### config.mk
export PLATFORM = sky130hd
export DESIGN_NAME = cls_ram
export DESIGN_NICKNAME = d
export VERILOG_FILES = /design/src/sv/cls_ram.sv
export SDC_FILE = /design/constraint.sdc
export NUM_CORES = 2
export LEC_CHECK = 0
export BUFFER_PORTS_ARGS = -buffer_cell sky130_fd_sc_hd__buf_2
export CORE_MARGIN = 2
export CORE_UTILIZATION = 30
export DETAILED_ROUTE_END_ITERATION = 7
export SYNTH_ARGS = -nofsm -noshare
export SYNTH_HDL_FRONTEND = slang
export SYNTH_SLANG_ARGS = --single-unit
### constraint.sdc
create_clock -name clock -period 23.1 [get_ports clock]
set_clock_uncertainty 0.1 [all_clocks]
set_input_delay 6.93 -clock clock [delete_from_list [all_inputs] [get_ports clock]]
set_output_delay 6.93 -clock clock [all_outputs]
set_load 0.05 [all_outputs]
### src/sv/cls_ram.sv
// generic single-port-write, single-port-read ram with registered read data
// no dependencies
`default_nettype none

module cls_ram #(
   parameter int WIDTH = 64,
   parameter int DEPTH = 64,
   localparam int ADDR_W = $clog2(DEPTH)
) (
   input  logic              clock,
   input  logic              wr_en,
   input  logic [ADDR_W-1:0] wr_addr,
   input  logic [WIDTH-1:0]  wr_data,
   input  logic              rd_en,
   input  logic [ADDR_W-1:0] rd_addr,
   output logic [WIDTH-1:0]  rd_data
);

   logic [WIDTH-1:0] mem_ff [DEPTH];
   logic [WIDTH-1:0] rd_data_ff;

   always_ff @(posedge clock) begin
      if (wr_en) begin
         mem_ff[wr_addr] <= wr_data;
      end
      if (rd_en) begin
         rd_data_ff <= mem_ff[rd_addr];
      end
   end

   assign rd_data = rd_data_ff;

endmodule

`default_nettype wire

==> flow_summary.json <==
{
  "nFillCells": 47400,
  "max_freq_ghz": 0.0878,
  "fp.dieH_um": 727,
  "grtUsageTotal_pct": 16.9,
  "drv_slew": 0,
  "fin_nets": 7072,
  "htree_levels": 5,
  "power.density_mw_per_mm2": 86.8,
  "max-slew-margin-rel_pct": 14.1,
  "synth_area_mm2": 0.157,
  "syn_to_final_growth_pct": 14.6,
  "grt_max_degree": 118,
  "synth-async-reset-ratio_pct": 0,
  "worstPathMaxFanout": 77,
  "grtUsageMet1_pct": 22.8,
  "die-area_mm2": 0.529,
  "reg2reg_from": "mem_ff[61][8]",
  "die_w_um": 727,
  "rows": 265,
  "numCtsBuffers": 407,
  "outcome": "finished, final reports clean",
  "root_buffer": "clkbuf_16",
  "fin_crit_ps": 11390,
  "use_met3_pct": 3.25,
  "hold_violations": 0,
  "setup_violations": 0,
  "cts_resized": 0,
  "critical_path_class": "in -> reg",
  "layout_commonest_cell": "edfxtp_1",
  "crit_start": "rd_addr[0]",
  "rsz0062_at_grt": "no",
  "netlist_top_cells_area": "edfxtp_1, mux4_2, mux2i_1",
  "final.setup.tns_ps": 0,
  "grt_pass1_wl_um": 630000,
  "synth-seq-cells": 4160,
  "antenna_found_initial": 68,
  "met2_usage_pct": 27.7,
  "final_cells": 14300,
  "finalCritPeriodShare_pct": 49.3,
  "worst_slew_pin_slew_ps": 1290,
  "syn-num-nets": 6677,
  "syn_inst": 6598,
  "critical_path_arrival_ps": 11960,
  "routabilityCongestion": 0.769,
  "yosys_warnings": 0,
  "drt-initial-drc-count": 10600,
  "post-route-util_pct": 34.5,
  "cts_buffer_depth": 4,
  "first_global_vias": 76200,
  "routed-via-count": 76300,
  "worst_ep_required_time_ps": 23670,
  "vdd_drop_max_uv": 71.9,
  "synth_edf_count": 4160,
  "port_buffers": 142,
  "drive_gt1_share_pct": 27.9,
  "vias_per_cell": 5.33,
  "maxCapViolCount": 0,
  "cts_sinks": 4160,
  "postCtsHoldBufs": 0,
  "first_pass_iters": 5,
  "core_region_area_mm2": 0.521,
  "ys_types": 32,
  "syn_area_per_cell_um2": 23.8,
  "post_cts_buffers": 0,
  "clock_latency_ps": 970,
  "wire_per_inst_um": 32.1,
  "holdCritPathClass": "reg -> reg",
  "synth_top_area_share_pct": 79.6,
  "final_cell_mix": "edfxtp_1, mux4_2, clkbuf_16, buf_4, a22oi_1",
  "endpoint_kind": "flip-flop",
  "place_inst": 13500,
  "drc": 0,
  "antenna_left": 0,
  "yosysTopAreaCell": "edfxtp_1",
  "grt.busiest_layer": "met2",
  "min_from": "mem_ff[14][61]",
  "clk_pin_slew_ps": 60,
  "start_kind": "primary input",
  "grt-ovfl-total": 0,
  "dp_hpwl_um": 245000,
  "pin_count": 143,
  "leakagePower_nw": 54.7,
  "wl_um": 459000,
  "yosysSeqAreaShare_pct": 79.6,
  "cts_tree": "done",
  "initial_core_util_pct": 30.1,
  "synthFlopType": "edfxtp_1"
}
## flip-flops by register name, summed over array words and instances (netlist names)
register / cells
mem_ff: 4096
rd_data: 64
## cell usage after synthesis (20+ instances only)
library cell,count
edfxtp_1,4160
mux4_2,1024
buf_2,170
a22oi_1,168
clkbuf_1,140
mux2i_1,135
nor2_1,112
a22o_1,88
o22ai_1,83
and3_1,64
a211oi_1,63
nand2_1,58
nand3_1,45
o221ai_1,38
buf_4,34
or3_1,29
nor2b_1,28
or2_2,28
a41oi_1,26
buf_1,20
## metal layers
layer | vias to the layer above | part of all wire, %
met1 | 42100 | 39
met3 | 735 | 9.2
met5 | - | 0.033
li1 | 29400 | -
met2 | 4025 | 48
met4 | 22 | 3.3
## critical path: stages
cell and delay [ps]:
buf_12 380, buf_12 520, buf_4 670, buf_4 810, buf_4 890, mux4_2 620
mux2i_1 170, o22ai_1 120, a41oi_1 360, a211oi_1 80
## stage by stage
| stage | total power (W) | instance area (um2) | hold WS, ps | worst slack (ps) |
|---|---|---|---|---|
| floorplan | 0.00898 | 157000 | 765 | 10630 |
| CTS | 0.0157 | 180000 | 836 | 11630 |
| global route | 0.0160 | 180000 | 873 | 11230 |
| finish | 0.0156 | 180000 | 834 | 11710 |
| global placement | 0.00930 | 167000 | 811 | 10510 |
| detailed placement | 0.00931 | 167000 | 823 | 10570 |
## cell families (layout without fill, tap and decap cells)
logic type      count (synthesis)  in the layout  synth area share (%)
compound gates                504            504                  2.47
buf+inv                       389           1122                  1.18
flops                        4160           4160                  79.6
mux                          1159           1159                  15.6
other cells                     0             43                     0
simple gates                  386            386                  1.23
## where the power goes
part | internal (W) | switching (W)
clock | 0.00361 | 0.00286
combinational | 0.000252 | 0.000485
sequential | 0.00838 | 0.0000298
## area by class of cell
cell class / count / area (um2) / area share [%]
multi-input combinational: 2049 / 30800 / 17.1
antenna: 43 / 108 / 0.0598
sequential: 4160 / 125000 / 69.4
clock buffer: 502 / 10600 / 5.91
tap: 6942 / 8690 / 4.83
clock inverter: 245 / 2230 / 1.24
inverter: 19 / 71.3 / 0.0396
timing repair buffer: 356 / 2440 / 1.36
## worst paths after layout
path	to	depth (start not counted)	slack (ps)
hold reg to reg	rd_data[61]	4	830
hold / removal	rd_data[61]	4	830
setup / recovery	rd_data[29]	10	11710
setup reg to reg	rd_data[8]	5	20700
Power figures use the tool's default switching activity.
