$ cat src/sv/cls_pkg.sv
// shared types and constants for the consensus log store
// operation and status codes, sequencer states, response and queue status structs
// no dependencies
`default_nettype none

package cls_pkg;

   localparam int WORD_W           = 32;
   localparam int OP_W             = 3;
   localparam int STAT_W           = 3;
   localparam int LOG_DEPTH_DEF    = 64;
   localparam int PAYLOAD_BITS_DEF = 32;

   // operation codes
   localparam logic [OP_W-1:0] OP_TERM_QUERY = 3'd0;
   localparam logic [OP_W-1:0] OP_RANGE_READ = 3'd1;
   localparam logic [OP_W-1:0] OP_APPEND     = 3'd2;
   localparam logic [OP_W-1:0] OP_PREV_CHECK = 3'd3;
   localparam logic [OP_W-1:0] OP_OFFER      = 3'd4;
   localparam logic [OP_W-1:0] OP_COMPACT    = 3'd5;
   localparam logic [OP_W-1:0] OP_INSTALL    = 3'd6;

   // status codes
   localparam logic [STAT_W-1:0] STAT_OK      = 3'd0;
   localparam logic [STAT_W-1:0] STAT_REJECT  = 3'd1;
   localparam logic [STAT_W-1:0] STAT_FULL    = 3'd2;
   localparam logic [STAT_W-1:0] STAT_IGNORED = 3'd3;
   localparam logic [STAT_W-1:0] STAT_EMPTY   = 3'd4;

   typedef enum logic [1:0] {
      ST_IDLE,
      ST_DECODE,
      ST_LOOKUP,
      ST_STREAM
   } state_type;

   typedef struct packed {
      logic [STAT_W-1:0] status;
      logic [WORD_W-1:0] index_out;
      logic [WORD_W-1:0] term_out;
      logic [WORD_W-1:0] payload_out;
      logic              last;
   } rsp_item_type;

   typedef struct packed {
      logic [1:0] count;
      logic       pop;
   } q_stat_type;

endpackage

`default_nettype wire

$ cat src/sv/cls_rsp_queue.sv
// two-entry response queue between the sequencer and the rsp_ channel
// depends on cls_pkg
`default_nettype none

module cls_rsp_queue (
   input  logic                  clock,
   input  logic                  reset,
   input  logic                  push,
   input  cls_pkg::rsp_item_type push_item,
   output cls_pkg::q_stat_type   q_stat,
   output logic                  rsp_valid,
   input  logic                  rsp_stall,
   output cls_pkg::rsp_item_type rsp_item
);

   import cls_pkg::*;

   rsp_item_type item_ff [2];
   logic         wr_ptr_ff, wr_ptr_in;
   logic         rd_ptr_ff, rd_ptr_in;
   logic [1:0]   count_ff, count_in;
   logic         pop;

   assign rsp_valid = (count_ff != 2'd0);
   assign rsp_item  = item_ff[rd_ptr_ff];
   assign pop       = rsp_valid && !rsp_stall;

   assign q_stat.count = count_ff;
   assign q_stat.pop   = pop;

   always_comb begin
      wr_ptr_in = push ? !wr_ptr_ff : wr_ptr_ff;
      rd_ptr_in = pop ? !rd_ptr_ff : rd_ptr_ff;
      count_in  = count_ff + 2'(push) - 2'(pop);
   end

   always_ff @(posedge clock) begin
      if (reset) begin
         wr_ptr_ff <= 1'b0;
         rd_ptr_ff <= 1'b0;
         count_ff  <= 2'd0;
      end else begin
         wr_ptr_ff <= wr_ptr_in;
         rd_ptr_ff <= rd_ptr_in;
         count_ff  <= count_in;
      end
   end

   always_ff @(posedge clock) begin
      if (push) begin
         item_ff[wr_ptr_ff] <= push_item;
      end
   end

`ifndef SYNTHESIS
   assert property (@(posedge clock) disable iff (reset) count_ff <= 2'd2)
      else $error("response queue count out of range");
   assert property (@(posedge clock) disable iff (reset)
      push |-> !(count_ff == 2'd2 && !pop))
      else $error("push into a full response queue");
   assert property (@(posedge clock) disable iff (reset)
      (push && count_ff == 2'd0) |=> rsp_valid)
      else $error("pushed response did not show up");
`endif

endmodule

`default_nettype wire

$ cat config.mk
export PLATFORM = sky130hd
export DESIGN_NAME = cls_rsp_queue
export DESIGN_NICKNAME = d
export VERILOG_FILES = /design/src/sv/cls_pkg.sv /design/src/sv/cls_rsp_queue.sv
export SDC_FILE = /design/constraint.sdc
export NUM_CORES = 1
export LEC_CHECK = 0
export ABC_AREA = 0
export BUFFER_PORTS_ARGS = -buffer_cell sky130_fd_sc_hd__buf_2
export CORE_MARGIN = 1.5
export CORE_UTILIZATION = 55
export DETAILED_ROUTE_END_ITERATION = 16
export GPL_TIMING_DRIVEN = 0
export PLACE_DENSITY_LB_ADDON = 0.12
export SLEW_MARGIN = 20
export SYNTH_ARGS = -nofsm -noshare
export SYNTH_HDL_FRONTEND = slang
export SYNTH_SLANG_ARGS = --single-unit
$ cat constraint.sdc
create_clock -name clock -period 11.3 [get_ports clock]
set_input_delay 0.565 -clock clock [delete_from_list [all_inputs] [get_ports clock]]
set_output_delay 0.565 -clock clock [all_outputs]
set_load 0.02 [all_outputs]
==> qor_table.md, run 1 <==
| Stage | Quantity | This run |
|---|---|---|
| detailed routing | Number of nets with antenna violations after detailed routing | 0 |
| clocking | Postcts setup bufs | 0 |
| place | Sum of net half-perimeters after detailed placement | 9.07 mm |
| finish | Commonest non-fill, non-tap cell in the layout | buf_2 |
| setup path | Worst setup path class | reg -> out |
| logic synthesis | Synth Cell Area | 7970 um^2 |
| floorplan | Core region area | 14000 um^2 |
| floorplan | Initial cell density of the core | 0.569 |
| setup path | Data arrival time of the worst path | 1.71 ns |
| clocking | Clock sink total | 205 |
| sta | Shortest clock period the worst path allows after layout | 2.28 ns |
| power | Power density over the cells | 211 nW/um^2 |
| detailed routing | Average detailed-routed wire length per instance | 17.2 um |
| setup path | Required time of the critical path | 10.74 ns |
| finish | Antenna Cells | 0 |
| floorplan | Cell row count | 43 |
| setup path | Reg2Reg Depth | 3 |
| hold path | Path category of the worst min-delay check | in -> reg |
| setup path | Critical Path Source Type | register |
| sta | Count of endpoints failing hold in the final timing report | 0 |
| grt | Number of antenna violations at the first check in global routing | 0 |
| sta | Worst slew pin tran | 0.786 ns |
| power | Final Power | 2120 uW |
| sta | Final setup violation count | 0 |
| finish | Final #Nets | 676 |
| hold path | Hold depth | 1 |
| power | Peak VDD IR | 156 uV |
| grt | Via count of the first global-routing pass | 3847 |
| detailed routing | Wire length reported by the detailed router | 13.1 mm |
| place | Cell Area, Placed | 9380 um^2 |
| setup path | CP Max Fanout | 10 |
| place | Number of I/O port buffers | 207 |
| logic synthesis | Number of synthesized register bits | 205 |
| logic synthesis | Total of warnings raised by yosys | 0 |
| clocking | Clk Tree Root Cell | clkbuf_16 |
| logic synthesis | Synth Net Count | 440 |
| sta | Unrepaired setup endpoints after global routing | false |
| setup path | CP peak stage delay | 0.32 ns |
| logic synthesis | Syn avg cell area | 23.8 um^2 |
| detailed routing | Starting DRT DRC Count | 151 |
| floorplan | Area of the die | 15200 um^2 |
| sta | Period utilisation layout | 0.202 |
| finish | Leading cell types in the layout, fill and taps excluded | buf_2 (207), edfxtp_1 (200), mux2_4 (100), clkbuf_16 (21), buf_12 (13) |
| detailed routing | Detailed Routing Iterations Pass 1 | 4 |
| setup path | Critical Path Slowest Stage Cell | dfxtp_1 |
| detailed routing | Via count | 3815 |
| setup path | Ordered list of cells on the worst path | buf_6 > buf_12 > mux2_4 > buf_2 |
| grt | Global-route total usage across every layer | 0.170 |
| clocking | H-tree depth | 1 |
| sta | Max Transition Viols Final | 0 |
| finish | Fill cell instance count of the final layout | 908 |
| setup path | Buffers & Inverters on Critical Path | 3 |
| clocking | TritonCTS buffer count | 21 |
| grt | Overflow left after global routing | 0 |
| setup path | Top cell family by delay on the critical path | buffers and inverters |
| finish | Number of non-filler instances in the completed layout | 763 |
| clocking | Later-pin clock latency in the skew report | 0.47 ns |
| setup path | Worst path depth | 4 |
| clocking | Hold-fix buffers at CTS | 0 |
| job | Max Cap Violations | 0 |
| sta | Worst hold margin | 0.272 ns |
| setup path | Capturing element type of the critical path | output pin |
| detailed routing | DRC errors left | 0 |
| detailed routing | Vias per cell | 5.00 |
| logic synthesis | Number of distinct library cells after synthesis | 16 |
| power | Leakage | 0.00403 uW |
| floorplan | Floorplan die height | 123 um |
| grt | Global-route wire length before repair | 19.5 mm |
| floorplan | Ports placed on the boundary | 208 |
| logic synthesis | Part of the Yosys area used for sequential elements | 0.767 |
| finish | Layout area overhead | 26.2% |
| sta | Final-layout setup total negative slack | 0 ns |
| finish | Fin area | 10100 um^2 |
| clocking | Clk buf depth | 3 |
| clocking | Resized cells post-CTS | 0 |
| sta | Worst-case headroom to the max-slew limit | 0.475 |
| grt | Pin count of the biggest net entering global routing | 39 |
| floorplan | Width of the die | 123 um |
| finish | Share of cells above drive strength 1 | 0.623 |
| sta | Clock skew | 0.00834 ns |
| outcome | Run status | finished clean |
| place | Routability congestion estimate from global placement | 0.683 |
| logic synthesis | Number of instances in the synthesized netlist | 334 |
| clocking | Clock tree from TritonCTS | yes |
| place | Placed Cells | 727 |
| sta | Highest Clock Rate | 439 MHz |
| clocking | Post-CTS clock slew at the launch and capture registers of the worst setup and hold paths | 0.06 ns |
[worst register-to-register path: stages (launching register included)]
cell and delay (ns):
dfxtp_1 0.36, nor2b_4 0.64, buf_16 0.26, buf_12 0.20
[synth_stat cells, drive strengths merged]
cell,count,area [um^2]
buf,12,219
inv,2,7.51
nor2,3,11.3
mux2,102,1520
o21ba,1,10.0
or2,1,6.26
dfxtp,5,100
edfxtp,200,6010
and2,1,6.26
xnor3,1,22.5
nor2b,3,18.8
ha,2,25.0
xnor2,1,8.76
[metrics by stage]
stage / worst slack, ns / utilization
2_1_floorplan: 5.81 / -
3_3_place_gp: 3.18 / 0.660
3_5_place_dp: 9.11 / 0.670
4_1_cts: 8.98 / 0.719
5_1_grt: 8.96 / 0.719
6_report: 9.02 / 0.719
[kinds of logic after synthesis]
group | share of synthesized area
flip-flops | 0.767
multiplexers | 0.191
buffers and inverters | 0.0284
AND/OR/NAND/NOR | 0.00534
XOR/XNOR | 0.00393
adder cells (fa/ha/maj) | 0.00314
AO/OA/AOI/OAI | 0.00126
[final timing paths]
kind                                  endpoint          start  slack [ns]
worst max-delay path              rsp_item[39]       register        9.02
worst max register to register  item_ff[0][43]      wr_ptr_ff        9.53
worst min register to register       wr_ptr_ff      wr_ptr_ff        0.60
worst min-delay path            item_ff[0][63]  push_item[63]        0.27
[layer usage]
| metal | share of wire | GRT usage |
|---|---|---|
| met4 | 0.014 | 0.0460 |
| met3 | 0.082 | 0.0452 |
| met5 | 0 | 0 |
| met2 | 0.51 | 0.298 |
| met1 | 0.39 | 0.209 |
[power breakdown]
part           leakage, uW  internal [uW]  switching (uW)
Clock             0.000339            408             261
Combinational      0.00177            273             272
Sequential         0.00192            891            15.9
[cell type report]
cell class / count / area [um^2] / area share
multi-input cells: 115 / 1640 / 0.163
repair buffers: 213 / 1180 / 0.117
plain buffers: 12 / 219 / 0.0218
well taps: 180 / 225 / 0.0224
flip-flops and latches: 205 / 6110 / 0.607
inverters: 2 / 7.51 / 0.000747
clock buffers: 22 / 529 / 0.0526
clock inverters: 14 / 145 / 0.0144
[state kept, by name (all words and copies together), names as in the netlist, named ones only]
register,cells
count_ff,2
rd_ptr_ff,1
wr_ptr_ff,1
item_ff,200
No activity file was read; power rests on OpenSTA's default activity.
==> run 2: changes to the inputs <==
CORE_UTILIZATION = 47   (was 55)
clock period = 2 ns   (was 11.3 ns; I/O delays follow)
==> run 2 against run 1 <==
  * Sequential share of layout area down 5.7 points
  * Non-clock buffer count increased by 103
  * Die area rose by 17%
  * Register-to-register slack lost 9.1 ns
  * First-iteration DRC count shrank 7.9%
  * Clock power rose to 5.3 times the previous value
  * Setup slack got worse by 8.8 ns
  * Utilization down 4.9 points
  * Via count up 10%
  * Sequential cell count unchanged
  * Clock-buffer cell count is 2 higher
  * Power rose to 5.6 times the previous value
  * Critical path type unchanged
  * Largest cell class unchanged
==> qor_table.md, run 2 (same netlist as run 1, synthesis figures left out) <==
| Stage | Quantity | This run |
|---|---|---|
| detailed routing | Vias per cell | 4.66 |
| clocking | H-tree depth | 1 |
| grt | Number of antenna violations at the first check in global routing | 0 |
| finish | Share of cells above drive strength 1 | 0.525 |
| finish | Commonest non-fill, non-tap cell in the layout | buf_2 |
| grt | Global-route wire length before repair | 23.3 mm |
| setup path | Destination of the worst register-to-register timing path | item_ff[0][99] |
| hold path | Hold path startpoint | push |
| setup path | Worst setup path class | reg -> out |
| place | Routability congestion estimate from global placement | 0.668 |
| finish | Antenna Cells | 0 |
| setup path | Startpoint of the most critical register-to-register path | wr_ptr_ff |
| power | Leakage | 0.00444 uW |
| setup path | Data arrival time of the worst path | 1.73 ns |
| setup path | Required time of the critical path | 1.90 ns |
| sta | Count of endpoints failing hold in the final timing report | 0 |
| floorplan | Area of the die | 17700 um^2 |
| finish | Largest registers in the final layout | item_ff: 200 flops, count_ff: 2 flops |
| hold path | Min-Delay Endpoint | count_ff[0] |
| sta | Final setup violation count | 0 |
| sta | Worst slew pin tran | 0.536 ns |
| grt | Pin count of the biggest net entering global routing | 48 |
| detailed routing | Starting DRT DRC Count | 139 |
| sta | Max Transition Viols Final | 0 |
| sta | Highest Clock Rate | 548 MHz |
| sta | Worst-case headroom to the max-slew limit | 0.642 |
| detailed routing | Via count | 4198 |
| clocking | Clk Tree Root Cell | clkbuf_16 |
| clocking | Clock tree from TritonCTS | yes |
| setup path | Critical Path Source Type | register |
| detailed routing | Detailed Routing Iterations Pass 1 | 4 |
| sta | Unrepaired setup endpoints after global routing | false |
| finish | Flip-flop count of the largest register, all copies and words added | 200 |
| power | Peak VDD IR | 848 uV |
| finish | Number of non-filler instances in the completed layout | 900 |
| grt | Via count of the first global-routing pass | 4693 |
| finish | Fin area | 11100 um^2 |
| grt | Overflow left after global routing | 0 |
| floorplan | Initial cell density of the core | 0.480 |
| clocking | Clock sink total | 205 |
| setup path | Reg2Reg Depth | 3 |
| place | Cell Area, Placed | 9470 um^2 |
| job | Max Cap Violations | 0 |
| power | Power density over the cells | 1080 nW/um^2 |
| sta | Clock skew | 0.00614 ns |
| detailed routing | Number of nets with antenna violations after detailed routing | 0 |
| finish | Leading cell types in the layout, fill and taps excluded | buf_2 (207), edfxtp_1 (200), dlygate4sd3_1 (102), mux2_4 (100), clkbuf_16 (21) |
| setup path | Ordered list of cells on the worst path | buf_6 > buf_12 > mux2_4 > buf_2 |
| place | Placed Cells | 768 |
| floorplan | Cell row count | 47 |
| detailed routing | Average detailed-routed wire length per instance | 16.6 um |
| clocking | Later-pin clock latency in the skew report | 0.47 ns |
| grt | Global-route total usage across every layer | 0.167 |
| sta | Shortest clock period the worst path allows after layout | 1.83 ns |
| setup path | Capturing element type of the critical path | output pin |
| setup path | CP Max Fanout | 10 |
| finish | Final #Nets | 779 |
| floorplan | Ports placed on the boundary | 208 |
| clocking | Resized cells post-CTS | 0 |
| setup path | Critical Path Slowest Stage Cell | dfxtp_1 |
| hold path | Path category of the worst min-delay check | in -> reg |
| outcome | Run status | finished clean |
| place | Number of I/O port buffers | 207 |
| floorplan | Floorplan die height | 133 um |
| hold path | Hold depth | 3 |
| setup path | Flop-to-flop setup slack | 0.47 ns |
| clocking | Clk buf depth | 3 |
| finish | Register with the most flip-flops | item_ff |
| clocking | Post-CTS clock slew at the launch and capture registers of the worst setup and hold paths | 0.06 ns |
| sta | Period utilisation layout | 0.913 |
| finish | Layout area overhead | 39.4% |
| finish | Fill cell instance count of the final layout | 1187 |
| clocking | TritonCTS buffer count | 21 |
| place | Sum of net half-perimeters after detailed placement | 9.54 mm |
| sta | Final-layout setup total negative slack | 0 ns |
| detailed routing | Wire length reported by the detailed router | 14.9 mm |
| detailed routing | DRC errors left | 0 |
| setup path | CP peak stage delay | 0.32 ns |
| floorplan | Width of the die | 133 um |
| floorplan | Core region area | 16600 um^2 |
## run 2: per-layer routing
metal	track usage	part of all wire	vias up
li1	-	-	2000
met2	0.310	0.53	132
met3	0.0350	0.056	22
met4	0.0447	0.017	0
met1	0.197	0.40	2044
met5	0	0	-
## run 2: how the worst max path moves through the flow
stage,cells after the start,endpoint,from
global placement,1,item_ff[0][3],wr_ptr_ff
detailed placement,3,item_ff[0][99],wr_ptr_ff
floorplan,1,item_ff[0][0],wr_ptr_ff
CTS,4,rsp_item[33],register
global route,4,rsp_item[81],register
finish,4,rsp_item[33],register
## run 2: metrics by stage
stage	utilization	total power (uW)	hold WS (ns)	setup slack, ns
CTS	0.670	12100	0.0402	0.141
global placement	0.560	8260	0.288	-1.06
global route	0.670	12400	0.0878	0.0999
floorplan	-	7490	0.165	-0.232
detailed placement	0.571	8370	0.291	0.459
finish	0.670	12000	0.0476	0.174
## run 2: final cells by class
| cell class | count | area [um^2] | share of cell area |
|---|---|---|---|
| plain buffers | 12 | 219 | 0.0197 |
| clock buffers | 24 | 537 | 0.0483 |
| clock inverters | 6 | 76.3 | 0.00687 |
| inverters | 2 | 7.51 | 0.000676 |
| multi-input cells | 115 | 1640 | 0.148 |
| flip-flops and latches | 205 | 6110 | 0.550 |
| well taps | 220 | 275 | 0.0248 |
| repair buffers | 316 | 2240 | 0.202 |
## run 2: where the power goes
part | total [uW] | internal (uW) | switching (uW) | leakage (uW)
logic | 3290 | 1690 | 1600 | 0.00222
registers | 5120 | 5040 | 84.1 | 0.00192
clock network | 3560 | 2140 | 1410 | 0.000299
## run 2: what timing repair did
item	in CTS	in global routing
hold buffers	102	0
hold endpoints to repair	203	0
buffers inserted	0	0
## run 2: critical path, delay by kind of cell (launching register included)
family / cells / cell delay, ns
DFF: 1 / 0.32
buffers and inverters: 3 / 0.62
muxes: 1 / 0.31
