<file path="src/sv/cls_pkg.sv">
// shared types and constants for the consensus log store
// operation and status codes, sequencer states, response and queue status structs
// no dependencies
`default_nettype none

package cls_pkg;

   localparam int WORD_W           = 32;
   localparam int OP_W             = 3;
   localparam int STAT_W           = 3;
   localparam int LOG_DEPTH_DEF    = 64;
   localparam int PAYLOAD_BITS_DEF = 32;

   // operation codes
   localparam logic [OP_W-1:0] OP_TERM_QUERY = 3'd0;
   localparam logic [OP_W-1:0] OP_RANGE_READ = 3'd1;
   localparam logic [OP_W-1:0] OP_APPEND     = 3'd2;
   localparam logic [OP_W-1:0] OP_PREV_CHECK = 3'd3;
   localparam logic [OP_W-1:0] OP_OFFER      = 3'd4;
   localparam logic [OP_W-1:0] OP_COMPACT    = 3'd5;
   localparam logic [OP_W-1:0] OP_INSTALL    = 3'd6;

   // status codes
   localparam logic [STAT_W-1:0] STAT_OK      = 3'd0;
   localparam logic [STAT_W-1:0] STAT_REJECT  = 3'd1;
   localparam logic [STAT_W-1:0] STAT_FULL    = 3'd2;
   localparam logic [STAT_W-1:0] STAT_IGNORED = 3'd3;
   localparam logic [STAT_W-1:0] STAT_EMPTY   = 3'd4;

   typedef enum logic [1:0] {
      ST_IDLE,
      ST_DECODE,
      ST_LOOKUP,
      ST_STREAM
   } state_type;

   typedef struct packed {
      logic [STAT_W-1:0] status;
      logic [WORD_W-1:0] index_out;
      logic [WORD_W-1:0] term_out;
      logic [WORD_W-1:0] payload_out;
      logic              last;
   } rsp_item_type;

   typedef struct packed {
      logic [1:0] count;
      logic       pop;
   } q_stat_type;

endpackage

`default_nettype wire

</file>
<file path="src/sv/cls_ctrl.sv">
// log sequencer: snapshot and ring pointers, follower cursor, operation decode,
// ram read-modify-write and range streaming; depends on cls_pkg
`default_nettype none

module cls_ctrl #(
   parameter int LOG_DEPTH    = cls_pkg::LOG_DEPTH_DEF,
   parameter int PAYLOAD_BITS = cls_pkg::PAYLOAD_BITS_DEF,
   localparam int SLOT_W = $clog2(LOG_DEPTH),
   localparam int PL_W   = (PAYLOAD_BITS < cls_pkg::WORD_W) ? PAYLOAD_BITS : cls_pkg::WORD_W,
   localparam int RAM_W  = cls_pkg::WORD_W + PL_W
) (
   input  logic                        clock,
   input  logic                        reset,
   input  logic                        req_valid,
   output logic                        req_stall,
   input  logic [cls_pkg::OP_W-1:0]    req_operation,
   input  logic [cls_pkg::WORD_W-1:0]  req_index,
   input  logic [cls_pkg::WORD_W-1:0]  req_end_index,
   input  logic [cls_pkg::WORD_W-1:0]  req_term,
   input  logic [cls_pkg::WORD_W-1:0]  req_payload,
   input  cls_pkg::q_stat_type         q_stat,
   output logic                        push,
   output cls_pkg::rsp_item_type       push_item,
   output logic                        ram_wr_en,
   output logic [SLOT_W-1:0]           ram_wr_addr,
   output logic [RAM_W-1:0]            ram_wr_data,
   output logic                        ram_rd_en,
   output logic [SLOT_W-1:0]           ram_rd_addr,
   input  logic [RAM_W-1:0]            ram_rd_data
);

   import cls_pkg::*;

   localparam int CNT_W  = $clog2(LOG_DEPTH + 1);
   localparam int WRAP_W = SLOT_W + 1;
   localparam logic [WORD_W:0] LAST_MAX = {1'b0, {WORD_W{1'b1}}};

   // ring slot arithmetic: h + n where h < depth and n <= depth
   function automatic logic [SLOT_W-1:0] wrap_add(input logic [SLOT_W-1:0] h,
                                                  input logic [CNT_W-1:0] n);
      logic [WRAP_W-1:0] sum;
      sum = WRAP_W'(h) + WRAP_W'(n);
      if (sum >= WRAP_W'(LOG_DEPTH)) begin
         sum = sum - WRAP_W'(LOG_DEPTH);
      end
      return sum[SLOT_W-1:0];
   endfunction

   state_type state_ff, state_in;

   // captured request
   logic [OP_W-1:0]   op_ff;
   logic [WORD_W-1:0] idx_ff, eidx_ff, tm_ff;
   logic [PL_W-1:0]   pl_ff;

   // log state
   logic [WORD_W-1:0] snap_idx_ff, snap_idx_in;
   logic [WORD_W-1:0] snap_term_ff, snap_term_in;
   logic [SLOT_W-1:0] head_ff, head_in;
   logic [CNT_W-1:0]  count_ff, count_in;
   logic              armed_ff, armed_in;
   logic [WORD_W-1:0] cursor_ff, cursor_in;

   // range streaming
   logic [WORD_W-1:0] strm_index_ff, strm_index_in;
   logic [CNT_W-1:0]  strm_left_ff, strm_left_in;
   logic [SLOT_W-1:0] strm_slot_ff, strm_slot_in;
   logic              rd_pend_ff, rd_pend_in;
   logic [WORD_W-1:0] pend_index_ff, pend_index_in;
   logic              pend_last_ff, pend_last_in;

   // decode terms
   logic [WORD_W:0]   snap33, first_w, last_w, last_p1, idx33, eidx33, cur33;
   logic [WORD_W:0]   from_w, to_w, idx_off, cur_off, from_off, span_w;
   logic [WORD_W-1:0] drop_w, trunc_w;
   logic              idx_stored, fixed_hit, full, range_empty, need_read;
   logic [WORD_W-1:0] fixed_term, chk_term, rd_term;
   logic [PL_W-1:0]   rd_pl;
   logic [SLOT_W-1:0] tail_slot, idx_slot, cur_slot, from_slot;
   logic              pop, room_dec, fire;
   logic [2:0]        strm_used;
   logic              room_strm;

   assign req_stall = (state_ff != ST_IDLE);
   assign pop       = q_stat.pop;

   always_comb begin
      snap33      = {1'b0, snap_idx_ff};
      first_w     = snap33 + (WORD_W + 1)'(1);
      last_w      = snap33 + (WORD_W + 1)'(count_ff);
      last_p1     = last_w + (WORD_W + 1)'(1);
      idx33       = {1'b0, idx_ff};
      eidx33      = {1'b0, eidx_ff};
      cur33       = {1'b0, cursor_ff};
      idx_stored  = (idx33 >= first_w) && (idx33 <= last_w);
      fixed_hit   = (idx_ff == '0) || (idx_ff == snap_idx_ff);
      fixed_term  = (idx_ff == '0) ? '0 : snap_term_ff;
      full        = (count_ff >= CNT_W'(LOG_DEPTH)) || (last_w >= LAST_MAX);
      from_w      = (idx33 < first_w) ? first_w : idx33;
      to_w        = (eidx33 > last_p1) ? last_p1 : eidx33;
      range_empty = (idx_ff >= eidx_ff) || (from_w >= to_w);
      span_w      = to_w - from_w;
      idx_off     = idx33 - first_w;
      cur_off     = cur33 - first_w;
      from_off    = from_w - first_w;
      drop_w      = idx_ff - snap_idx_ff;
      trunc_w     = cursor_ff - snap_idx_ff;
      tail_slot   = wrap_add(head_ff, count_ff);
      idx_slot    = wrap_add(head_ff, idx_off[CNT_W-1:0]);
      cur_slot    = wrap_add(head_ff, cur_off[CNT_W-1:0]);
      from_slot   = wrap_add(head_ff, from_off[CNT_W-1:0]);
      rd_term     = ram_rd_data[RAM_W-1 -: WORD_W];
      rd_pl       = ram_rd_data[PL_W-1:0];
      chk_term    = (state_ff == ST_LOOKUP) ? rd_term : fixed_term;
      room_dec    = !(q_stat.count == 2'd2 && !pop);
      fire        = (state_ff == ST_DECODE) && room_dec;
      strm_used   = 3'(q_stat.count) + 3'(rd_pend_ff) - 3'(pop);
      room_strm   = (strm_used < 3'd2);
   end

   always_comb begin
      case (op_ff)
         OP_TERM_QUERY, OP_PREV_CHECK: need_read = !fixed_hit && idx_stored;
         OP_OFFER: need_read = armed_ff && (cur33 > snap33) && (cur33 <= last_w);
         default:  need_read = 1'b0;
      endcase
   end

   // next state
   always_comb begin
      state_in = state_ff;
      case (state_ff)
         ST_IDLE: begin
            if (req_valid) begin
               state_in = ST_DECODE;
            end
         end
         ST_DECODE: begin
            if (fire) begin
               if (op_ff == OP_RANGE_READ && !range_empty) begin
                  state_in = ST_STREAM;
               end else if (need_read) begin
                  state_in = ST_LOOKUP;
               end else begin
                  state_in = ST_IDLE;
               end
            end
         end
         ST_LOOKUP: state_in = ST_IDLE;
         ST_STREAM: begin
            if (strm_left_ff == '0 && rd_pend_ff) begin
               state_in = ST_IDLE;
            end
         end
         default: state_in = ST_IDLE;
      endcase
   end

   // datapath and outputs
   always_comb begin
      snap_idx_in   = snap_idx_ff;
      snap_term_in  = snap_term_ff;
      head_in       = head_ff;
      count_in      = count_ff;
      armed_in      = armed_ff;
      cursor_in     = cursor_ff;
      strm_index_in = strm_index_ff;
      strm_left_in  = strm_left_ff;
      strm_slot_in  = strm_slot_ff;
      rd_pend_in    = 1'b0;
      pend_index_in = pend_index_ff;
      pend_last_in  = pend_last_ff;
      push          = 1'b0;
      push_item     = '0;
      push_item.last = 1'b1;
      ram_wr_en     = 1'b0;
      ram_wr_addr   = tail_slot;
      ram_wr_data   = {tm_ff, pl_ff};
      ram_rd_en     = 1'b0;
      ram_rd_addr   = idx_slot;

      case (state_ff)
         ST_DECODE: begin
            if (fire) begin
               case (op_ff)
                  OP_TERM_QUERY: begin
                     if (fixed_hit) begin
                        push                = 1'b1;
                        push_item.status    = STAT_OK;
                        push_item.index_out = idx_ff;
                        push_item.term_out  = fixed_term;
                     end else if (idx_stored) begin
                        ram_rd_en   = 1'b1;
                        ram_rd_addr = idx_slot;
                     end else begin
                        push                = 1'b1;
                        push_item.status    = STAT_REJECT;
                        push_item.index_out = idx_ff;
                     end
                  end
                  OP_RANGE_READ: begin
                     if (range_empty) begin
                        push             = 1'b1;
                        push_item.status = STAT_EMPTY;
                     end else begin
                        strm_index_in = from_w[WORD_W-1:0];
                        strm_left_in  = span_w[CNT_W-1:0];
                        strm_slot_in  = from_slot;
                     end
                  end
                  OP_APPEND: begin
                     push = 1'b1;
                     if (full) begin
                        push_item.status = STAT_FULL;
                     end else begin
                        ram_wr_en           = 1'b1;
                        ram_wr_addr         = tail_slot;
                        count_in            = count_ff + CNT_W'(1);
                        push_item.status    = STAT_OK;
                        push_item.index_out = last_p1[WORD_W-1:0];
                     end
                  end
                  OP_PREV_CHECK: begin
                     armed_in = 1'b0;
                     if (fixed_hit) begin
                        push = 1'b1;
                        if (chk_term != tm_ff) begin
                           push_item.status = STAT_REJECT;
                        end else if (idx_ff == '1) begin
                           push_item.status = STAT_FULL;
                        end else begin
                           armed_in         = 1'b1;
                           cursor_in        = idx_ff + WORD_W'(1);
                           push_item.status = STAT_OK;
                        end
                     end else if (idx_stored) begin
                        ram_rd_en   = 1'b1;
                        ram_rd_addr = idx_slot;
                     end else begin
                        push             = 1'b1;
                        push_item.status = STAT_REJECT;
                     end
                  end
                  OP_OFFER: begin
                     if (!armed_ff) begin
                        push             = 1'b1;
                        push_item.status = STAT_IGNORED;
                     end else if (cur33 <= snap33) begin
                        // already covered by the snapshot
                        push             = 1'b1;
                        cursor_in        = cursor_ff + WORD_W'(1);
                        push_item.status = STAT_OK;
                     end else if (cur33 <= last_w) begin
                        ram_rd_en   = 1'b1;
                        ram_rd_addr = cur_slot;
                     end else if (cur33 == last_p1) begin
                        push = 1'b1;
                        if (full) begin
                           push_item.status = STAT_FULL;
                        end else begin
                           ram_wr_en        = 1'b1;
                           ram_wr_addr      = tail_slot;
                           count_in         = count_ff + CNT_W'(1);
                           cursor_in        = cursor_ff + WORD_W'(1);
                           push_item.status = STAT_OK;
                        end
                     end else begin
                        push             = 1'b1;
                        armed_in         = 1'b0;
                        push_item.status = STAT_REJECT;
                     end
                  end
                  OP_COMPACT: begin
                     push = 1'b1;
                     if (idx_ff <= snap_idx_ff) begin
                        push_item.status = STAT_IGNORED;
                     end else begin
                        push_item.status = STAT_OK;
                        snap_idx_in      = idx_ff;
                        snap_term_in     = tm_ff;
                        armed_in         = 1'b0;
                        if (idx33 > last_w) begin
                           head_in  = '0;
                           count_in = '0;
                        end else begin
                           head_in  = wrap_add(head_ff, drop_w[CNT_W-1:0]);
                           count_in = count_ff - drop_w[CNT_W-1:0];
                        end
                     end
                  end
                  OP_INSTALL: begin
                     push             = 1'b1;
                     push_item.status = STAT_OK;
                     snap_idx_in      = idx_ff;
                     snap_term_in     = tm_ff;
                     head_in          = '0;
                     count_in         = '0;
                     armed_in         = 1'b0;
                  end
                  default: begin
                     push             = 1'b1;
                     push_item.status = STAT_IGNORED;
                  end
               endcase
            end
         end
         ST_LOOKUP: begin
            // queue room was reserved when the read was issued
            case (op_ff)
               OP_TERM_QUERY: begin
                  push                = 1'b1;
                  push_item.status    = STAT_OK;
                  push_item.index_out = idx_ff;
                  push_item.term_out  = rd_term;
               end
               OP_PREV_CHECK: begin
                  push     = 1'b1;
                  armed_in = 1'b0;
                  if (chk_term != tm_ff) begin
                     push_item.status = STAT_REJECT;
                  end else if (idx_ff == '1) begin
                     push_item.status = STAT_FULL;
                  end else begin
                     armed_in         = 1'b1;
                     cursor_in        = idx_ff + WORD_W'(1);
                     push_item.status = STAT_OK;
                  end
               end
               OP_OFFER: begin
                  push             = 1'b1;
                  push_item.status = STAT_OK;
                  cursor_in        = cursor_ff + WORD_W'(1);
                  if (rd_term != tm_ff) begin
                     // conflict: cut the log at the cursor and rewrite that slot
                     ram_wr_en           = 1'b1;
                     ram_wr_addr         = cur_slot;
                     count_in            = trunc_w[CNT_W-1:0];
                     push_item.index_out = cursor_ff;
                  end
               end
               default: begin
                  push = 1'b0;
               end
            endcase
         end
         ST_STREAM: begin
            if (rd_pend_ff) begin
               push                  = 1'b1;
               push_item.status      = STAT_OK;
               push_item.index_out   = pend_index_ff;
               push_item.term_out    = rd_term;
               push_item.payload_out = WORD_W'(rd_pl);
               push_item.last        = pend_last_ff;
            end
            if (strm_left_ff != '0 && room_strm) begin
               ram_rd_en     = 1'b1;
               ram_rd_addr   = strm_slot_ff;
               rd_pend_in    = 1'b1;
               pend_index_in = strm_index_ff;
               pend_last_in  = (strm_left_ff == CNT_W'(1));
               strm_index_in = strm_index_ff + WORD_W'(1);
               strm_left_in  = strm_left_ff - CNT_W'(1);
               strm_slot_in  = wrap_add(strm_slot_ff, CNT_W'(1));
            end
         end
         default: begin
            push = 1'b0;
         end
      endcase
   end

   always_ff @(posedge clock) begin
      if (reset) begin
         state_ff     <= ST_IDLE;
         snap_idx_ff  <= '0;
         snap_term_ff <= '0;
         head_ff      <= '0;
         count_ff     <= '0;
         armed_ff     <= 1'b0;
         cursor_ff    <= '0;
         strm_left_ff <= '0;
         rd_pend_ff   <= 1'b0;
      end else begin
         state_ff     <= state_in;
         snap_idx_ff  <= snap_idx_in;
         snap_term_ff <= snap_term_in;
         head_ff      <= head_in;
         count_ff     <= count_in;
         armed_ff     <= armed_in;
         cursor_ff    <= cursor_in;
         strm_left_ff <= strm_left_in;
         rd_pend_ff   <= rd_pend_in;
      end
   end

   always_ff @(posedge clock) begin
      if (req_valid && !req_stall) begin
         op_ff   <= req_operation;
         idx_ff  <= req_index;
         eidx_ff <= req_end_index;
         tm_ff   <= req_term;
         pl_ff   <= req_payload[PL_W-1:0];
      end
      strm_index_ff <= strm_index_in;
      strm_slot_ff  <= strm_slot_in;
      pend_index_ff <= pend_index_in;
      pend_last_ff  <= pend_last_in;
   end

`ifndef SYNTHESIS
   assert property (@(posedge clock) disable iff (reset) count_ff <= CNT_W'(LOG_DEPTH))
      else $error("entry count exceeds ring depth");
   assert property (@(posedge clock) disable iff (reset)
      WRAP_W'(head_ff) < WRAP_W'(LOG_DEPTH))
      else $error("head slot outside ring");
   assert property (@(posedge clock) disable iff (reset)
      (state_ff == ST_LOOKUP) |-> $past(ram_rd_en))
      else $error("lookup without a ram read");
   assert property (@(posedge clock) disable iff (reset)
      ram_wr_en |-> (state_ff == ST_DECODE || state_ff == ST_LOOKUP))
      else $error("ram write outside decode or lookup");
`endif

endmodule

`default_nettype wire

</file>
<file path="config.mk">
export PLATFORM = sky130hd
export DESIGN_NAME = cls_ctrl
export DESIGN_NICKNAME = d
export VERILOG_FILES = /design/src/sv/cls_pkg.sv /design/src/sv/cls_ctrl.sv
export SDC_FILE = /design/constraint.sdc
export NUM_CORES = 1
export LEC_CHECK = 0
export BUFFER_PORTS_ARGS = -buffer_cell sky130_fd_sc_hd__buf_2
export CORE_MARGIN = 10
export CORE_UTILIZATION = 40
export CTS_BUF_LIST = sky130_fd_sc_hd__clkbuf_4
export DETAILED_ROUTE_END_ITERATION = 10
export GPL_TIMING_DRIVEN = 0
export SETUP_SLACK_MARGIN = 0.1
export SLEW_MARGIN = 10
export SYNTH_ARGS = -nofsm -noshare
export SYNTH_HDL_FRONTEND = slang
export SYNTH_SLANG_ARGS = --single-unit
</file>
<file path="constraint.sdc">
create_clock -name clock -period 11.05 [get_ports clock]
set_clock_uncertainty 0.05 [all_clocks]
set_input_delay 2.21 -clock clock [delete_from_list [all_inputs] [get_ports clock]]
set_output_delay 2.21 -clock clock [all_outputs]
set_load 0.005 [all_outputs]
</file>
==> results.toml <==
[status]
status = "finished with violations"
violations = "negative setup slack"

[worst_setup_path]
cpPeakStageDelay_ns = 0.67
cp.arrival_ns = 9.39
timing_worst_setup_path_type = "reg2out"
critPathLaunchType = "flip-flop"
cp_slowest_cell = "or4_4"
cp.required_ns = 8.79
critPathMaxFanout = 10
end_kind = "primary output"
critical_path.endpoint = "push"
startpoint = "snap_idx_ff[3]"
timing.rr.start = "snap_idx_ff[3]"
r2r_end = "strm_index_ff[11]"
rrSetupSlack_ns = 2.07
ff2ff_path_depth = 31

[yosys]
syn_area_per_cell_um2 = 8.49
synth_flop_cell = "edfxtp_1"
synth_area_leader_cell = "edfxtp_1"
async_reset_ff_share_pct = 0
synthCells = 3418
yosys-top-cells-area = "edfxtp_1 21%, ha_1 14%, dfxtp_1 8.3%"
ys_seq_area_share_pct = 29.2
ys_ff_latch = 322
yosysTopAreaCellShare_pct = 20.9
yosysWarnings = 0
synth_nets = 3961
synth_edf_count = 202
syn-cell-area_um2 = 29000
synthDistinctLibCells = 89

[pwr]
leakagePower_nw = 14.6
p_clk_share_pct = 33.3
seq_power_share_pct = 37.6
power.density_nw_per_um2 = 109
ir_worst_vdd_mv = 0.0948
swShare_pct = 36.6
switchingPower_mw = 1.40
p_total_mw = 3.83
power.internal_mw = 2.43
p_comb_share_pct = 29.1

[sta]
maxSlewViolCount = 0
hold_viol = 0
layout_min_cycle_time_ns = 11.65
setup_slack_ns = -0.600
finalCritPeriodShare_pct = 105
worstMarginPinSlew_ns = 1.35
setup_viol = 2
slew_headroom_pct = 10.2
rsz0062_at_grt = "true"
hold_slack_ns = 0.417
fmax_ghz = 0.0858

[clock_tree]
cts_hold_buffers = 0
clockBufferDepth = 3
cts_tree = "done"
cts_buffers = 100
cts.clk_slew.worst_paths_ns = 0.07
cts.sinks = 322
clk_latency_ns = 0.98
cts_root_buffer = "clkbuf_4"
cts_max_level = 3

[place]
place_congestion = 1.03
io_buffers = 379
hpwl_mm = 110
dp_slack_ns = -3.04
dp.cells = 4753

[die]
die_w_um = 289
initial_utilization_pct = 40.5
fp.coreArea_um2 = 71700
fp.dieArea_um2 = 83700
rows = 98
fp.dieH_um = 289
ioPinCount = 381

[grt]
grt_usage_pct = 31.8
grt_max_degree = 60
grt_pass1_wl_mm = 197
antenna_found_initial = 7
gr-total-overflow = 0
grt_pass1_vias = 29400

[detailed_routing]
post-route-drc-count = 0
postRouteAntennaNets = 0
drtIter0Drc = 3235
wire_per_inst_um = 27.5
dr.pass1.iters = 6
vias_per_cell = 6.05
finalWirelength_mm = 137
vias = 30200

[finish]
regArea_um2 = 8490
finalNonFillerCells = 4999
multiInputGateArea_um2 = 19900
final_core_util_pct = 48.9
final_common_cell = "buf_2"
area_growth_pct = 20.8
n_fill_cell = 7081
drive_gt1_share_pct = 20.8
nets = 4507
mostFrequentLayoutCells = "398 x buf_2, 312 x nand2_1, 311 x ha_1"

[worst_hold_path]
hp-start = "strm_index_ff[23]"
min_path_type = "reg2reg"

[flow_run]
max-cap-violations = 0
[worst min-delay path by stage]
stage | to | cells past startpoint
6_report | pend_index_ff[23] | 0
4_1_cts | pend_index_ff[23] | 0
3_5_place_dp | pend_index_ff[19] | 0
5_1_grt | pend_index_ff[23] | 0
2_1_floorplan | pend_index_ff[19] | 0
3_3_place_gp | pend_index_ff[19] | 0
[Yosys cell counts (24+ instances only)]
library cell and count:
nor2b_1 63, mux2i_1 70, a21o_1 120, nand2b_1 34, xor2_1 64, o22ai_1 37
nor4_1 34, buf_2 24, ha_1 319, edfxtp_1 202, o21a_1 25, nand4_1 97
o21ai_0 141, dfxtp_1 120, nand3_1 107, clkbuf_1 151, inv_1 208, and3_1 79
nor2_1 227, a22oi_1 103, xnor2_1 160, a21oi_1 312, nand2_1 314, nor3_1 50
[stage by stage]
stage	area, µm²	setup TNS (ns)
2_1_floorplan	29000	0
3_3_place_gp	32100	-137.35
3_5_place_dp	32300	-56.85
4_1_cts	34900	-0.546
5_1_grt	35100	-1.14
6_report	35100	-0.947
[layout make-up]
type | instances | share of cell area (%)
clock inverters | 29 | 0.418
flip-flops and latches | 322 | 24.2
well taps | 950 | 3.39
multi-input cells | 2689 | 56.7
clock buffers | 155 | 3.32
repair buffers | 444 | 7.09
plain buffers | 198 | 2.61
inverters | 209 | 2.25
diodes | 3 | 0.0214
[worst max-delay path: cells and delay by family (launching register included)]
family	cells	cell delay, ns
AND/OR/NAND/NOR	13	4.09
AO/OA/AOI/OAI	6	1.55
buffers and inverters	4	0.92
adder cells (fa/ha/maj)	2	0.55
multiplexers	1	0.55
flip-flops	1	0.50
XOR/XNOR	1	0.22
[flip-flops by register name (all words and copies together), names as in the netlist, 3 cells and up]
signal	count
tm_ff	32
snap_idx_ff	32
op_ff	3
count_ff	7
strm_left_ff	7
eidx_ff	32
snap_term_ff	32
pl_ff	32
cursor_ff	32
idx_ff	32
strm_slot_ff	6
head_ff	6
strm_index_ff	32
pend_index_ff	32
[cell families after synthesis]
logic type / count (synthesis) / share of synthesized area, %
compound gates: 903 / 19.8
xor+xnor: 235 / 7.62
fa+ha+maj: 342 / 15.3
buf+inv: 407 / 5.52
flops: 322 / 29.2
mux: 85 / 3.00
other cells: 1 / 0.0129
simple gates: 1123 / 19.5
[power groups by stage]
stage	logic (mW)	registers (mW)	clock network (mW)
after floorplan	0.647	1.42	0
after global placement	1.01	1.47	0
after detailed placement	1.02	1.46	0
after CTS	1.08	1.43	1.30
after global routing	1.20	1.44	1.36
final	1.11	1.44	1.27
[layer usage]
| metal | vias up | global-route usage (%) | part of all wire, % |
|---|---|---|---|
| li1 | 13700 | - | - |
| met1 | 14400 | 40.1 | 40 |
| met2 | 1727 | 49.4 | 44 |
| met3 | 386 | 7.58 | 10 |
| met4 | 8 | 18.3 | 6.2 |
| met5 | - | 0 | 0.039 |
[timing repair]
item,in CTS,in global routing
cloned,2,0
setup endpoints to repair,52,3
resized for setup,182,28
endpoints found under the hold margin,0,0
pin swaps,48,31
setup buffers,47,10
Note: power is estimated with default switching activity, not from simulation.
